### src/rtl/sparse_negacyclic_autocorr_energy_macros.svh
// ----------------------------------------------------------------------------
// sparse_negacyclic_autocorr_energy_macros
// assertion macros shared by the sparse negacyclic autocorrelation block
// ----------------------------------------------------------------------------
`ifndef SPARSE_NEGACYCLIC_AUTOCORR_ENERGY_MACROS_SVH
`define SPARSE_NEGACYCLIC_AUTOCORR_ENERGY_MACROS_SVH

`ifndef SYNTHESIS

// same-cycle implication
`define SNAE_ASSERT_IMP(name, clk, rst, ante, cons) \
  name: assert property (@(posedge clk) disable iff (rst) (ante) |-> (cons)) \
    else $error("snae assertion failed");

// next-cycle implication
`define SNAE_ASSERT_NEXT(name, clk, rst, ante, cons) \
  name: assert property (@(posedge clk) disable iff (rst) (ante) |=> (cons)) \
    else $error("snae assertion failed");

`else

`define SNAE_ASSERT_IMP(name, clk, rst, ante, cons)
`define SNAE_ASSERT_NEXT(name, clk, rst, ante, cons)

`endif

`endif

### src/rtl/snae_pkg.sv
// ----------------------------------------------------------------------------
// snae_pkg
// constants, pair tables, targets and controller/datapath interface types
// ----------------------------------------------------------------------------
`default_nettype none

package snae_pkg;

  localparam int RING_LENGTH     = 128;
  localparam int NUM_CLASSES_DEF = 9;
  localparam int MAX_CLASSES     = 16;

  localparam int NUM_TERMS = 6;
  localparam int NUM_PAIRS = NUM_TERMS * (NUM_TERMS - 1) / 2;
  localparam int POS_W     = 7;
  localparam int COEF_W    = 3;
  localparam int TERM_W    = $clog2(NUM_TERMS);
  localparam int PAIR_W    = $clog2(NUM_PAIRS);

  localparam int HALF_RING = RING_LENGTH / 2;
  localparam int NUM_LAGS  = HALF_RING + 1;
  localparam int LAG_W     = $clog2(NUM_LAGS);
  localparam int RING_W    = $clog2(RING_LENGTH) + 1;

  // product of two 3-bit coefficients and its negation: -16..16
  localparam int PROD_W  = 2 * COEF_W;
  // lag sum bounded by fifteen products of magnitude 16
  localparam int SUM_W   = 9;
  localparam int DELTA_W = 16;
  localparam int ACC_W   = 17;

  localparam int ENERGY_W   = 12;
  localparam int ENERGY_MAX = (1 << ENERGY_W) - 1;
  localparam int CLASS_W    = 4;
  localparam int COUNT_W    = 48;

  localparam int IN_FIELDS_W  = NUM_TERMS * (POS_W + COEF_W);
  localparam int IN_W         = ((IN_FIELDS_W + 7) / 8) * 8;
  localparam int OUT_FIELDS_W = ENERGY_W + 1 + CLASS_W + 2 * COUNT_W;
  localparam int OUT_W        = ((OUT_FIELDS_W + 7) / 8) * 8;

  // term pairs in the order (0,1) (0,2) .. (4,5)
  localparam logic [TERM_W-1:0] PAIR_I [NUM_PAIRS] =
    '{3'd0, 3'd0, 3'd0, 3'd0, 3'd0, 3'd1, 3'd1, 3'd1, 3'd1, 3'd2, 3'd2, 3'd2,
      3'd3, 3'd3, 3'd4};
  localparam logic [TERM_W-1:0] PAIR_J [NUM_PAIRS] =
    '{3'd1, 3'd2, 3'd3, 3'd4, 3'd5, 3'd2, 3'd3, 3'd4, 3'd5, 3'd3, 3'd4, 3'd5,
      3'd4, 3'd5, 3'd5};

  // target energy of class k
  function automatic logic [ENERGY_W-1:0] target_energy(input int k);
    return ENERGY_W'(5 + 4 * k);
  endfunction

  typedef struct packed {
    logic              load;
    logic              issue;
    logic [PAIR_W-1:0] pair;
    logic              commit;
  } snae_cmd_t;

  typedef struct packed {
    logic out_free;
  } snae_status_t;

endpackage

`default_nettype wire

### src/rtl/snae_ram.sv
// ----------------------------------------------------------------------------
// snae_ram
// generic single-port-write, single-port-read ram with registered read data
// ----------------------------------------------------------------------------
`default_nettype none

module snae_ram #(
  parameter int WIDTH = 8,
  parameter int DEPTH = 16
) (
  input  wire logic                     clk,
  input  wire logic                     we,
  input  wire logic [$clog2(DEPTH)-1:0] waddr,
  input  wire logic [WIDTH-1:0]         wdata,
  input  wire logic [$clog2(DEPTH)-1:0] raddr,
  output logic      [WIDTH-1:0]         rdata
);

  logic [WIDTH-1:0] mem [DEPTH];

  always_ff @(posedge clk) begin
    if (we) begin
      mem[waddr] <= wdata;
    end
    rdata <= mem[raddr];
  end

endmodule

`default_nettype wire

### src/rtl/snae_ctrl.sv
// ----------------------------------------------------------------------------
// snae_ctrl
// sequencer: load, walk the fifteen term pairs, drain, commit the result
// ----------------------------------------------------------------------------
`default_nettype none
`include "sparse_negacyclic_autocorr_energy_macros.svh"

module snae_ctrl
  import snae_pkg::*;
(
  input  wire logic         clk,
  input  wire logic         rst,
  input  wire logic         s_tvalid,
  output logic              s_tready,
  input  wire snae_status_t status,
  output snae_cmd_t         cmd
);

  localparam logic [1:0] ST_IDLE   = 2'd0;
  localparam logic [1:0] ST_RUN    = 2'd1;
  localparam logic [1:0] ST_DRAIN  = 2'd2;
  localparam logic [1:0] ST_COMMIT = 2'd3;

  localparam int DRAIN_CYCLES = 2;

  logic [1:0]        state;
  logic [1:0]        state_next;
  logic [PAIR_W-1:0] cnt;
  logic [PAIR_W-1:0] cnt_next;

  assign s_tready = (state == ST_IDLE);

  always_comb begin
    state_next = state;
    cnt_next   = cnt;
    cmd        = '0;
    case (state)
      ST_IDLE: begin
        cmd.load = s_tvalid;
        cnt_next = '0;
        if (s_tvalid) begin
          state_next = ST_RUN;
        end
      end
      ST_RUN: begin
        cmd.issue = 1'b1;
        cmd.pair  = cnt;
        if (cnt == PAIR_W'(NUM_PAIRS - 1)) begin
          cnt_next   = '0;
          state_next = ST_DRAIN;
        end else begin
          cnt_next = cnt + 1'b1;
        end
      end
      ST_DRAIN: begin
        if (cnt == PAIR_W'(DRAIN_CYCLES - 1)) begin
          cnt_next   = '0;
          state_next = ST_COMMIT;
        end else begin
          cnt_next = cnt + 1'b1;
        end
      end
      ST_COMMIT: begin
        cmd.commit = status.out_free;
        if (status.out_free) begin
          state_next = ST_IDLE;
        end
      end
      default: begin
        state_next = ST_IDLE;
      end
    endcase
  end

  always_ff @(posedge clk) begin
    if (rst) begin
      state <= ST_IDLE;
      cnt   <= '0;
    end else begin
      state <= state_next;
      cnt   <= cnt_next;
    end
  end

  `SNAE_ASSERT_IMP(a_commit_free, clk, rst, cmd.commit, status.out_free)
  `SNAE_ASSERT_NEXT(a_load_starts, clk, rst, cmd.load, cmd.issue && cmd.pair == '0)
  `SNAE_ASSERT_IMP(a_no_overlap, clk, rst, cmd.issue, !cmd.commit && !cmd.load)

endmodule

`default_nettype wire

### src/rtl/snae_dp.sv
// ----------------------------------------------------------------------------
// snae_dp
// datapath: pair lag/product, lag-sum read-modify-write, energy, counters
// ----------------------------------------------------------------------------
`default_nettype none
`include "sparse_negacyclic_autocorr_energy_macros.svh"

module snae_dp
  import snae_pkg::*;
#(
  parameter int NUM_CLASSES = NUM_CLASSES_DEF
) (
  input  wire logic             clk,
  input  wire logic             rst,
  input  wire snae_cmd_t        cmd,
  output snae_status_t          status,
  input  wire logic [IN_W-1:0]  s_tdata,
  output logic                  m_tvalid,
  input  wire logic             m_tready,
  output logic      [OUT_W-1:0] m_tdata
);

  // item registers
  logic        [POS_W-1:0]  pos [NUM_TERMS];
  logic signed [COEF_W-1:0] cof [NUM_TERMS];

  always_ff @(posedge clk) begin
    if (cmd.load) begin
      for (int t = 0; t < NUM_TERMS; t++) begin
        pos[t] <= s_tdata[t*POS_W +: POS_W];
        cof[t] <= s_tdata[NUM_TERMS*POS_W + t*COEF_W +: COEF_W];
      end
    end
  end

  // stage 1: lag and signed product of the current pair
  logic        [POS_W-1:0]  pi;
  logic        [POS_W-1:0]  pj;
  logic signed [COEF_W-1:0] ci;
  logic signed [COEF_W-1:0] cj;
  logic        [POS_W-1:0]  diff;
  logic        [RING_W-1:0] span;
  logic        [RING_W-1:0] lag_wide;
  logic                     skip;
  logic                     fold;
  logic        [LAG_W-1:0]  lag;
  logic signed [PROD_W-1:0] raw_prod;
  logic signed [PROD_W-1:0] prod;

  always_comb begin
    pi       = pos[PAIR_I[cmd.pair]];
    pj       = pos[PAIR_J[cmd.pair]];
    ci       = cof[PAIR_I[cmd.pair]];
    cj       = cof[PAIR_J[cmd.pair]];
    diff     = (pj >= pi) ? pj - pi : pi - pj;
    span     = RING_W'(diff);
    skip     = (span == RING_W'(HALF_RING));
    fold     = (span > RING_W'(HALF_RING));
    lag_wide = fold ? RING_W'(RING_LENGTH) - span : span;
    lag      = lag_wide[LAG_W-1:0];
    raw_prod = PROD_W'(ci) * PROD_W'(cj);
    prod     = fold ? -raw_prod : raw_prod;
  end

  logic [NUM_LAGS-1:0]      vbits;
  logic                     s1_valid;
  logic [LAG_W-1:0]         s1_lag;
  logic signed [PROD_W-1:0] s1_prod;
  logic                     s1_vbit;

  always_ff @(posedge clk) begin
    if (rst) begin
      s1_valid <= 1'b0;
    end else begin
      s1_valid <= cmd.issue && !skip;
    end
    s1_lag  <= lag;
    s1_prod <= prod;
    s1_vbit <= vbits[lag];
  end

  // stage 2: lag sum update, with the previous write forwarded
  logic [SUM_W-1:0]           ram_rdata;
  logic                       fwd_en;
  logic [LAG_W-1:0]           fwd_lag;
  logic signed [SUM_W-1:0]    fwd_data;
  logic signed [SUM_W-1:0]    s_old;
  logic signed [SUM_W-1:0]    s_new;
  logic signed [SUM_W:0]      s_twice;
  logic signed [DELTA_W-1:0]  delta;

  always_comb begin
    if (fwd_en && fwd_lag == s1_lag) begin
      s_old = fwd_data;
    end else if (s1_vbit) begin
      s_old = signed'(ram_rdata);
    end else begin
      s_old = '0;
    end
    s_new   = s_old + SUM_W'(s1_prod);
    s_twice = (SUM_W + 1)'(s_old) + (SUM_W + 1)'(s_new);
    // new^2 - old^2 = p * (old + new)
    delta   = DELTA_W'(s1_prod) * DELTA_W'(s_twice);
  end

  snae_ram #(
    .WIDTH (SUM_W),
    .DEPTH (NUM_LAGS)
  ) u_lag_ram (
    .clk   (clk),
    .we    (s1_valid),
    .waddr (s1_lag),
    .wdata (s_new),
    .raddr (lag),
    .rdata (ram_rdata)
  );

  logic                      s2_valid;
  logic signed [DELTA_W-1:0] s2_delta;

  always_ff @(posedge clk) begin
    if (rst) begin
      vbits    <= '0;
      fwd_en   <= 1'b0;
      s2_valid <= 1'b0;
    end else begin
      if (cmd.load) begin
        vbits <= '0;
      end else if (s1_valid) begin
        vbits[s1_lag] <= 1'b1;
      end
      fwd_en   <= s1_valid;
      s2_valid <= s1_valid;
    end
    fwd_lag  <= s1_lag;
    fwd_data <= s_new;
    s2_delta <= delta;
  end

  // stage 3: running sum of squares
  logic signed [ACC_W-1:0] acc;

  always_ff @(posedge clk) begin
    if (cmd.load) begin
      acc <= '0;
    end else if (s2_valid) begin
      acc <= acc + ACC_W'(s2_delta);
    end
  end

  // commit: saturate, classify, count
  logic [ENERGY_W-1:0]    energy;
  logic [NUM_CLASSES-1:0] hit;
  logic [NUM_CLASSES-1:0] sel;
  logic                   any;
  logic [CLASS_W-1:0]     cls;
  logic [COUNT_W-1:0]     cnt_sel;
  logic [COUNT_W-1:0]     count;
  logic [COUNT_W-1:0]     counters [NUM_CLASSES];
  logic [COUNT_W-1:0]     item_cnt;
  logic [COUNT_W-1:0]     item_cnt_next;

  always_comb begin
    energy  = (acc > ACC_W'(ENERGY_MAX)) ? ENERGY_W'(ENERGY_MAX) : acc[ENERGY_W-1:0];
    any     = 1'b0;
    cls     = '0;
    cnt_sel = '0;
    for (int k = 0; k < NUM_CLASSES; k++) begin
      hit[k] = (energy == target_energy(k));
      sel[k] = hit[k] && !any;
      any    = any || hit[k];
    end
    for (int k = 0; k < NUM_CLASSES; k++) begin
      if (sel[k]) begin
        cls     = cls | CLASS_W'(k);
        cnt_sel = cnt_sel | counters[k];
      end
    end
    if (!any) begin
      cls = CLASS_W'(NUM_CLASSES);
    end
    count         = any ? cnt_sel + 1'b1 : '0;
    item_cnt_next = item_cnt + 1'b1;
  end

  always_ff @(posedge clk) begin
    if (rst) begin
      item_cnt <= '0;
      for (int k = 0; k < NUM_CLASSES; k++) begin
        counters[k] <= '0;
      end
    end else if (cmd.commit) begin
      item_cnt <= item_cnt_next;
      for (int k = 0; k < NUM_CLASSES; k++) begin
        if (sel[k]) begin
          counters[k] <= count;
        end
      end
    end
  end

  // output register
  always_ff @(posedge clk) begin
    if (rst) begin
      m_tvalid <= 1'b0;
    end else if (cmd.commit) begin
      m_tvalid <= 1'b1;
    end else if (m_tready) begin
      m_tvalid <= 1'b0;
    end
    if (cmd.commit) begin
      m_tdata <= OUT_W'({item_cnt_next, count, cls, any, energy});
    end
  end

  assign status.out_free = !m_tvalid || m_tready;

  `SNAE_ASSERT_IMP(a_drained, clk, rst, cmd.commit, !s1_valid && !s2_valid)
  `SNAE_ASSERT_NEXT(a_item_count, clk, rst, cmd.commit, item_cnt == COUNT_W'($past(item_cnt) + 1'b1))
  `SNAE_ASSERT_IMP(a_no_rmw_on_load, clk, rst, cmd.load, !s1_valid && !s2_valid)

endmodule

`default_nettype wire

### src/rtl/sparse_negacyclic_autocorr_energy.sv
// ----------------------------------------------------------------------------
// sparse_negacyclic_autocorr_energy
// items are taken one at a time: s_tready is high only in the idle state,
// so a new item is accepted only after the last one is committed, which takes
// fifteen pair steps, a drain and a commit that waits for the output slot
// reset: rst is synchronous, clears sequencer, match and item counters; no
// clearing pass, the lag-sum valid bits are cleared on every item load
// ----------------------------------------------------------------------------
`default_nettype none

module sparse_negacyclic_autocorr_energy
  import snae_pkg::*;
#(
  parameter int NUM_CLASSES = NUM_CLASSES_DEF
) (
  input  wire logic             clk,
  input  wire logic             rst,
  // input item
  input  wire logic             s_tvalid,
  output logic                  s_tready,
  // position_a..position_f (7b each), coeff_a..coeff_f (3b each), zero pad
  input  wire logic [IN_W-1:0]  s_tdata,
  // result item
  output logic                  m_tvalid,
  input  wire logic             m_tready,
  // energy (12b), matched (1b), energy_class (4b), class_count (48b),
  // items_seen (48b), zero pad
  output logic      [OUT_W-1:0] m_tdata
);

  // commands from the sequencer, output-slot status back from the datapath
  snae_cmd_t    cmd;
  snae_status_t status;

  // sequencer: one item at a time, fifteen pair steps then drain and commit
  snae_ctrl u_ctrl (
    .clk      (clk),
    .rst      (rst),
    .s_tvalid (s_tvalid),
    .s_tready (s_tready),
    .status   (status),
    .cmd      (cmd)
  );

  // datapath: lag fold and sign flip, lag-sum ram with forwarding,
  // incremental squared energy, classification and counters, output register
  snae_dp #(
    .NUM_CLASSES (NUM_CLASSES)
  ) u_dp (
    .clk      (clk),
    .rst      (rst),
    .cmd      (cmd),
    .status   (status),
    .s_tdata  (s_tdata),
    .m_tvalid (m_tvalid),
    .m_tready (m_tready),
    .m_tdata  (m_tdata)
  );

endmodule

`default_nettype wire
### config.mk
export PLATFORM = sky130hd
export DESIGN_NAME = sparse_negacyclic_autocorr_energy
export DESIGN_NICKNAME = d
export VERILOG_FILES = /design/src/rtl/snae_pkg.sv /design/src/rtl/snae_ram.sv /design/src/rtl/snae_ctrl.sv /design/src/rtl/snae_dp.sv /design/src/rtl/sparse_negacyclic_autocorr_energy.sv
export VERILOG_INCLUDE_DIRS = /design/src /design/src/rtl
export SDC_FILE = /design/constraint.sdc
export NUM_CORES = 2
export LEC_CHECK = 0
export ABC_AREA = 1
export BUFFER_PORTS_ARGS = -buffer_cell sky130_fd_sc_hd__buf_2
export CAP_MARGIN = 20
export CORE_MARGIN = 2
export CORE_UTILIZATION = 45
export DETAILED_ROUTE_END_ITERATION = 12
export GPL_TIMING_DRIVEN = 1
export PLACE_DENSITY = 0.57
export SLEW_MARGIN = 10
export SYNTH_ARGS = -nofsm -noshare
export SYNTH_HDL_FRONTEND = slang
export SYNTH_SLANG_ARGS = --single-unit
### constraint.sdc
create_clock -name clk -period 18.16 [get_ports clk]
set_clock_uncertainty 0.2 [all_clocks]
set_input_delay 0 -clock clk [delete_from_list [all_inputs] [get_ports clk]]
set_output_delay 0 -clock clk [all_outputs]
set_load 0.005 [all_outputs]
==> results.ini <==
[worst_hold_path]
hold_path_class=flop to flop

[cts]
cts_hold_buf=124
cts_max_path_buffers=3
clk_pin_slew_ps=60
cts_root_buffer=clkbuf_16
cts_max_level=4
ctsResizeCount=0
cts-buffers-inserted=148
cts.sinks=1384
clk_latency_ps=770
cts_setup_buffers=0
cts_tree=done

[global_routing]
grt_max_degree=134
first_global_vias=40585
grt_pass1_wl_um=239000
grt_usage=0.222
antenna_found_initial=0
grt-ovfl-total=0

[worst_setup_path]
cp.arrival_ps=9680
slowest_stage=a2111oi_0
worstSetupStartpointType=flop
cp-end-kind=flop
max_stage_delay_ps=530
cpMostUsedCell=inv_1
crit_type=flop to flop
crit_path_max_fanout=27
critPathRequiredTime_ps=18600

[timing]
max_freq_mhz=108
worstMarginPinSlew_ps=1180
slew_viol_final=0
fin_crit_sh=0.509
final_hold_viol_count=0
slew_headroom=0.209
fin_tns_setup_ps=0
fin_crit_ps=9250
grt_setup_unrepaired=no
setup_violations=0

[logic_synthesis]
synth_seq_area_share=0.647
syn_area_um2=61300
synth_cells=5742
ys_warn_count=0
yosys_register_bits=1384
synth_edf_count=1190
synthArstFlopShare=0
ys_types=64
avgSynthCellArea_um2=10.7
synth_top_flop_cell=edfxtp_1

[final_layout]
area_growth_pct=14.6
diodes=0
fin_nets=6248
drive_gt1_frac=0.0978

[routing]
ant_nets=0
first_pass_iters=6
wl_per_cell_um=19.6
drt_iter0_drc=3258
vias=41402
viasPerCell=5.22
drc=0
routed_wirelength_um=156000

[outcome]
status=complete, no violations

[floorplanning]
die_h_um=373
die_w_um=373
initial_core_util=0.453
ios=190
row_count=135
dieArea_um2=139000
core_area_um2=135000

[job]
drv_cap=0

[placement]
hpwl_um=91400
finalWeightedCongestion=0.887
portBuffers=178

-- final cells by class --
class                      instances  area (µm²)
clock buffer                     206        4170
multi-input combinational       3553       18500
tap                             1781        2230
sequential                      1384       39600
clock inverter                    64         721
inverter                         571        2150
timing repair buffer             377        2760
fill                           11956       65100
-- worst paths after layout --
| kind | startpoint | to | slack [ps] | depth (start not counted) |
|---|---|---|---|---|
| hold reg to reg | u_dp.s1_lag[3]$_DFF_P_ | u_dp.fwd_lag[3]$_DFF_P_ | 180 | 0 |
| setup reg to reg | u_dp.s1_lag[2]$_DFF_P_ | u_dp.s2_delta[14]$_DFF_P_ | 8910 | 37 |
| setup / recovery | u_dp.s1_lag[2]$_DFF_P_ | u_dp.s2_delta[14]$_DFF_P_ | 8910 | 37 |
| hold / removal | u_dp.s1_lag[3]$_DFF_P_ | u_dp.fwd_lag[3]$_DFF_P_ | 180 | 0 |
-- worst max-delay path, delay by kind of cell, from the launching register on --
family	cells	cell delay, ps
compound gates	13	2570
xor+xnor	3	670
fa+ha+maj	8	3390
buf+inv	10	1060
flops	1	400
simple gates	3	800
-- Yosys cell counts, types with 10 or more instances --
cell | count | area (µm²)
a21oi_1 | 160 | 801
nand3_1 | 321 | 1610
buf_6 | 10 | 113
mux2i_1 | 85 | 851
inv_1 | 531 | 1990
o21ai_0 | 312 | 1560
edfxtp_1 | 1190 | 35700
fa_1 | 52 | 1040
nand4_1 | 116 | 726
clkinv_1 | 11 | 41.3
nor2_2 | 19 | 119
nor2_1 | 973 | 3650
dfxtp_1 | 194 | 3880
nor4_1 | 18 | 113
nor3_1 | 46 | 230
o211ai_1 | 21 | 158
buf_2 | 46 | 230
nor2_4 | 12 | 135
nand2_1 | 1063 | 3990
nand3_2 | 12 | 120
xor2_1 | 96 | 841
buf_4 | 40 | 300
xnor2_1 | 27 | 236
ha_1 | 93 | 1160
clkbuf_1 | 124 | 465
buf_1 | 15 | 56.3
o21ai_1 | 19 | 95.1
inv_2 | 28 | 105
-- layer usage --
metal	track usage	wire length (µm)	vias to the layer above
met5	0	0	-
met4	0.0762	4650	0
met3	0.0308	7300	284
met2	0.388	78200	1073
met1	0.283	65700	20100
li1	-	-	19945
-- sequential cells by signal, indices dropped and copies added, names as in the netlist, 17 cells and up --
signal / cells
u_dp.counters: 432
u_dp.u_lag_ram.mem: 585
u_dp.cof: 18
u_dp.pos: 42
u_dp.vbits: 65
u_dp.m_tdata: 113
u_dp.item_cnt: 48
u_dp.acc: 17
-- logic make-up (layout without fill, tap and decap cells) --
family          Yosys count  count (layout)  synth area share
compound gates          568             568            0.0499
xor+xnor                124             124            0.0179
fa+ha+maj               145             145            0.0360
buf+inv                 811            1218            0.0544
flops                  1384            1384             0.647
mux                      85              85            0.0139
other cells               1               7         0.0000612
simple gates           2624            2624             0.181
-- through the flow --
stage / hold slack [ps] / cells / util / setup slack (ps) / instance area (µm²)
2_1_floorplan: -101 / 5748 / - / 8420 / 61300
3_3_place_gp: -22.1 / 7526 / 0.472 / 8490 / 63900
3_5_place_dp: -21.4 / 7527 / 0.472 / 8380 / 63900
4_1_cts: 170 / 7921 / 0.517 / 8380 / 70000
5_1_grt: 196 / 7936 / 0.519 / 8120 / 70200
6_report: 181 / 7936 / 0.519 / 8910 / 70200
-- layout by cell type (no fill, tap or decap), types with 13 or more instances in the layout --
cell	netlist	final
clkbuf_16	0	154
o21ai_0	312	305
nand3_1	321	321
nor2_1	973	972
nor2_4	12	13
buf_4	40	67
bufinv_16	0	14
nand4_1	116	116
buf_2	46	178
dfxtp_1	194	194
clkbuf_1	124	40
fa_1	52	52
inv_2	28	35
o21ai_1	19	19
nor2_2	19	19
nor4_1	18	18
clkinv_1	11	26
clkinv_2	1	23
edfxtp_1	1190	1190
nor3_1	46	46
dlygate4sd3_1	0	124
a21oi_1	160	159
inv_1	531	522
nand2_1	1063	1058
o211ai_1	21	21
xnor2_1	27	25
ha_1	93	92
mux2i_1	85	85
xor2_1	96	94
Power is not shown: default switching activity piles up to over one toggle a cycle in this logic, so the estimate is an artifact.
